### config.mk
export PLATFORM = sky130hd
export DESIGN_NAME = pqsg_ctrl
export DESIGN_NICKNAME = d
export VERILOG_FILES = /design/src/hdl/pqsg_pkg.sv /design/src/hdl/pqsg_ctrl.sv
export SDC_FILE = /design/constraint.sdc
export NUM_CORES = 1
export LEC_CHECK = 0
export BUFFER_PORTS_ARGS = -buffer_cell sky130_fd_sc_hd__buf_2
export CORE_AREA = 2 2 39 41
export CTS_CLUSTER_DIAMETER = 40
export DETAILED_ROUTE_END_ITERATION = 16
export DIE_AREA = 0 0 41 43
export GPL_ROUTABILITY_DRIVEN = 0
export PLACE_DENSITY = 0.45
export SLEW_MARGIN = 25
export SYNTH_ARGS = -nofsm -noshare
export SYNTH_HDL_FRONTEND = slang
export SYNTH_SLANG_ARGS = --single-unit
### constraint.sdc
create_clock -name clk -period 1.4 [get_ports clk]
set_input_delay 0.07 -clock clk [delete_from_list [all_inputs] [get_ports clk]]
set_output_delay 0.07 -clock clk [all_outputs]
set_load 0.005 [all_outputs]
### src/hdl/pqsg_pkg.sv
// Shared types and constants for the single-grant priority queue.
package pqsg_pkg;

    // Width of the queue count field in a response
    localparam int unsigned QCOUNT_BITS = 8;
    // Width of the status field in a response
    localparam int unsigned STATUS_BITS = 2;

    // Request function codes
    localparam logic FUNC_ENTER   = 1'b0;
    localparam logic FUNC_RELEASE = 1'b1;

    // Response status codes
    localparam logic [STATUS_BITS-1:0] STAT_OK       = 2'd0;
    localparam logic [STATUS_BITS-1:0] STAT_FULL     = 2'd1;
    localparam logic [STATUS_BITS-1:0] STAT_IDLE_REL = 2'd2;

    // Operation the datapath carries out for one request
    typedef enum logic [2:0] {
        OP_GRANT    = 3'd0,  // enter, resource free: grant at once
        OP_ENQ      = 3'd1,  // enter, resource held: insert in queue
        OP_DROP     = 3'd2,  // enter, queue full: drop
        OP_POP      = 3'd3,  // release, queue not empty: grant head
        OP_FREE     = 3'd4,  // release, queue empty: resource free
        OP_IDLE_REL = 3'd5   // release while resource free
    } op_t;

    // Controller states
    typedef enum logic [1:0] {
        ST_IDLE = 2'b01,
        ST_RESP = 2'b10
    } state_t;

    // Controller to datapath
    typedef struct packed {
        logic exec;
        op_t  op;
    } cmd_t;

    // Datapath to controller
    typedef struct packed {
        logic busy;
        logic empty;
        logic full;
    } stat_t;

endpackage

### src/hdl/pqsg_ctrl.sv
// Controller: request handshake, response hold and operation decode.
module pqsg_ctrl
    import pqsg_pkg::*;
(
    input  logic  clk,
    input  logic  rst_n,
    input  logic  in_valid,
    input  logic  in_func,
    output logic  in_ready,
    output logic  out_valid,
    input  logic  out_ready,
    input  stat_t stat,
    output cmd_t  cmd
);

    state_t state_reg, state_next;
    logic   accept;

    // A new request may enter while the pending response is taken
    assign in_ready  = (state_reg == ST_IDLE) || out_ready;
    assign out_valid = (state_reg == ST_RESP);
    assign accept    = in_valid && in_ready;

    // State transitions
    always_comb
    begin
        state_next = state_reg;
        case (state_reg)
            ST_IDLE:
            begin
                if (accept)
                    state_next = ST_RESP;
            end
            ST_RESP:
            begin
                if (accept)
                    state_next = ST_RESP;
                else if (out_ready)
                    state_next = ST_IDLE;
            end
            default: state_next = ST_IDLE;
        endcase
    end

    always_ff @(posedge clk or negedge rst_n)
    begin
        if (!rst_n)
            state_reg <= ST_IDLE;
        else
            state_reg <= state_next;
    end

    // Operation decode from function and queue status
    always_comb
    begin
        cmd.exec = accept;
        if (in_func == FUNC_ENTER)
        begin
            if (!stat.busy)
                cmd.op = OP_GRANT;
            else if (!stat.full)
                cmd.op = OP_ENQ;
            else
                cmd.op = OP_DROP;
        end
        else
        begin
            if (!stat.busy)
                cmd.op = OP_IDLE_REL;
            else if (!stat.empty)
                cmd.op = OP_POP;
            else
                cmd.op = OP_FREE;
        end
    end

endmodule

==> flow_summary_export.csv <==
group,metric,value,unit
timing,hold_slack,0.1494,ns
cts,clock_sink_count,2,
cts,ctsHtreeMaxLevel,1,
synth,syn_area,191.4,sq um
cts,clk_pin_slew_worst_paths,0.03,ns
die,row_count,14,
global_route,grt_pass1_wl,586,um
die,floorplan.die.height,43,um
global_route,grt_antenna_before_repair,0,
synth,yosys_warnings,0,
synth,postSynthCellCount,25,
timing,maxSlewViolCount,0,
layout,area_growth,62.09,%
pwr,total_power,535.4,uW
die,top_level_pins,14,
layout,stdcell_count,58,
timing,setup_viol_count_final,0,
cts,maximum_buffer_depth_of_the_clock_tree,2,
placement,placed_cells,53,
global_route,global_route.usage.total,5.126,%
synth,postSynthAreaPerCell,7.657,sq um
placement,port_buffers,13,
synth,synth.yosys.seq_area_share,26.80,%
synth,post_synth_num_cell_types,15,
timing,finalWorstSetupSlack,0.09401,ns
critical_path,worstPathMaxFanout,4,
cts,clock-root-buffer,"clkbuf_4",
outcome,status,"finished, final reports clean",
timing,finalHoldViolations,0,
critical_path,crit_type,"reg2reg",
layout,final_nets,53,
detailed_routing,drt_iter0_drc,8,
critical_path,timing.critical_path.arrival,1.40,ns
timing,setup-tns-final,0,ns
timing,fin_crit_sh,93.28,%
pwr,pleak,0.1623,nW
layout,final_cell_mix,"buf_2, inv_1, nor2_1",
synth,synth.ff_latch_count,2,
layout,drive_above_1_share,47.62,%
critical_path,startpoint_class,"flip-flop",
layout,most_common_cell_after_layout_fill_and_taps_aside,"buf_2",
timing,relSlewSlack,85.46,%
detailed_routing,vias,227,
pwr,power_density,1725,mW/mm^2
timing,period_minus_slack,1.306,ns
timing,max_freq,765.7,MHz
timing,setup_repair_after_global_routing_missed_its_margin,"false",
placement,placement.cell_area,269.0,sq um
critical_path,crit_path_end_kind,"flip-flop",
placement,preCtsSetupSlack,0.03701,ns
pwr,ir_worst_vdd,0.5857,mV
layout,layout.core_utilization,22.42,%
min_path,hold_path.class,"in2async",
timing,worstMarginPinSlew,0.2174,ns
layout,diodes,0,
critical_path,worst_ep_required_time,1.50,ns
cts,tritoncts,"yes",
global_route,overflow,0,
die,design.die.area,0.001763,sq mm
cts,tritoncts.num_buffers,3,
detailed_routing,drt.antenna.violating_nets,0,
detailed_routing,drcViolationCount,0,
detailed_routing,viasPerCell,3.914,
layout,stdcell_area,310.3,sq um
cts,clock_latency,0.23,ns
synth,syn_nets,35,
detailed_routing,firstDrtPassIters,3,
die,floorplan.initialDensity,13.83,%
die,die-width,41,um
timing,clock-skew-final,0.003484,ns
flow_run,max-cap-violations,0,
layout,largest_register_ff_count,2,
die,placeableCoreArea,0.001384,sq mm
global_route,grt_max_degree,7,
detailed_routing,drt-total-wl,459,um
global_route,grt_pass1_vias,181,
detailed_routing,drt-wirelength-per-cell,7.914,um
[what timing repair did]
action | in CTS | in global routing
endpoints found under the setup margin | 0 | 3
buffers inserted | 0 | 0
hold endpoints to repair | 2 | 0
hold buffers | 1 | 0
resized for setup | 0 | 2
[kinds of logic (layout without fill, tap and decap cells)]
kind of cell / Yosys count / count (layout) / synth area share [%]
flip-flops: 2 / 2 / 26.80
AND/OR/NAND/NOR: 9 / 9 / 20.92
AO/OA/AOI/OAI: 7 / 7 / 27.46
adder cells (fa/ha/maj): 2 / 2 / 13.07
buffers and inverters: 5 / 22 / 11.76
[Yosys cell counts (all sizes together)]
cell,n,area (sq um)
a21boi,1,7.510
a21oi,2,10.01
a22o,1,8.760
buf,1,7.510
dfrtp,1,25.02
dfstp,1,26.28
ha,2,25.02
inv,4,15.01
nand2,3,11.26
nor2,4,15.01
nor3b,1,7.510
o21a,1,8.760
o22a,1,8.760
o32ai,1,8.760
or2,1,6.260
[power by group]
group          internal (mW)  total (mW)  switching, mW  leakage (nW)
Clock                  0.106       0.143         0.0368        0.0150
Sequential             0.100       0.119         0.0184        0.0238
Combinational          0.139       0.274          0.134         0.124
Total                  0.346       0.535          0.189         0.162
[per-layer routing]
layer	wire length (um)	track usage, %	vias up
li1	-	-	117
met1	198	4.839	97
met2	197	7.500	13
met3	64	1.571	0
met4	0	6.000	0
met5	0	0	-
[final timing paths]
kind | slack [ns] | from | cells past startpoint | end
max | 0.09 | state_reg[0] | 5 | state_reg[1]
min | 0.15 | rst_n | 2 | state_reg[1]
max reg2reg | 0.09 | state_reg[0] | 5 | state_reg[1]
min reg2reg | 0.58 | state_reg[1] | 2 | state_reg[1]
max in group asynchronous | 1.06 | rst_n | 2 | state_reg[0]
min in group clk | 0.15 | in_valid | 3 | state_reg[1]
[layout make-up]
cell class | instances | area, sq um
Clock buffer | 4 | 26.28
Fill cell | 158 | 1074
Inverter | 4 | 15.01
Timing Repair Buffer | 14 | 75.07
Tap cell | 16 | 20.02
Multi-Input combinational cell | 18 | 122.6
Sequential cell | 2 | 51.30
[critical path, cell delays in order (launching register included)]
cell	delay (ns)
dfstp_2	0.53
inv_1	0.04
ha_2	0.19
nor3b_1	0.13
a21oi_1	0.18
o32ai_1	0.10
(Power assumes the default switching activity.)
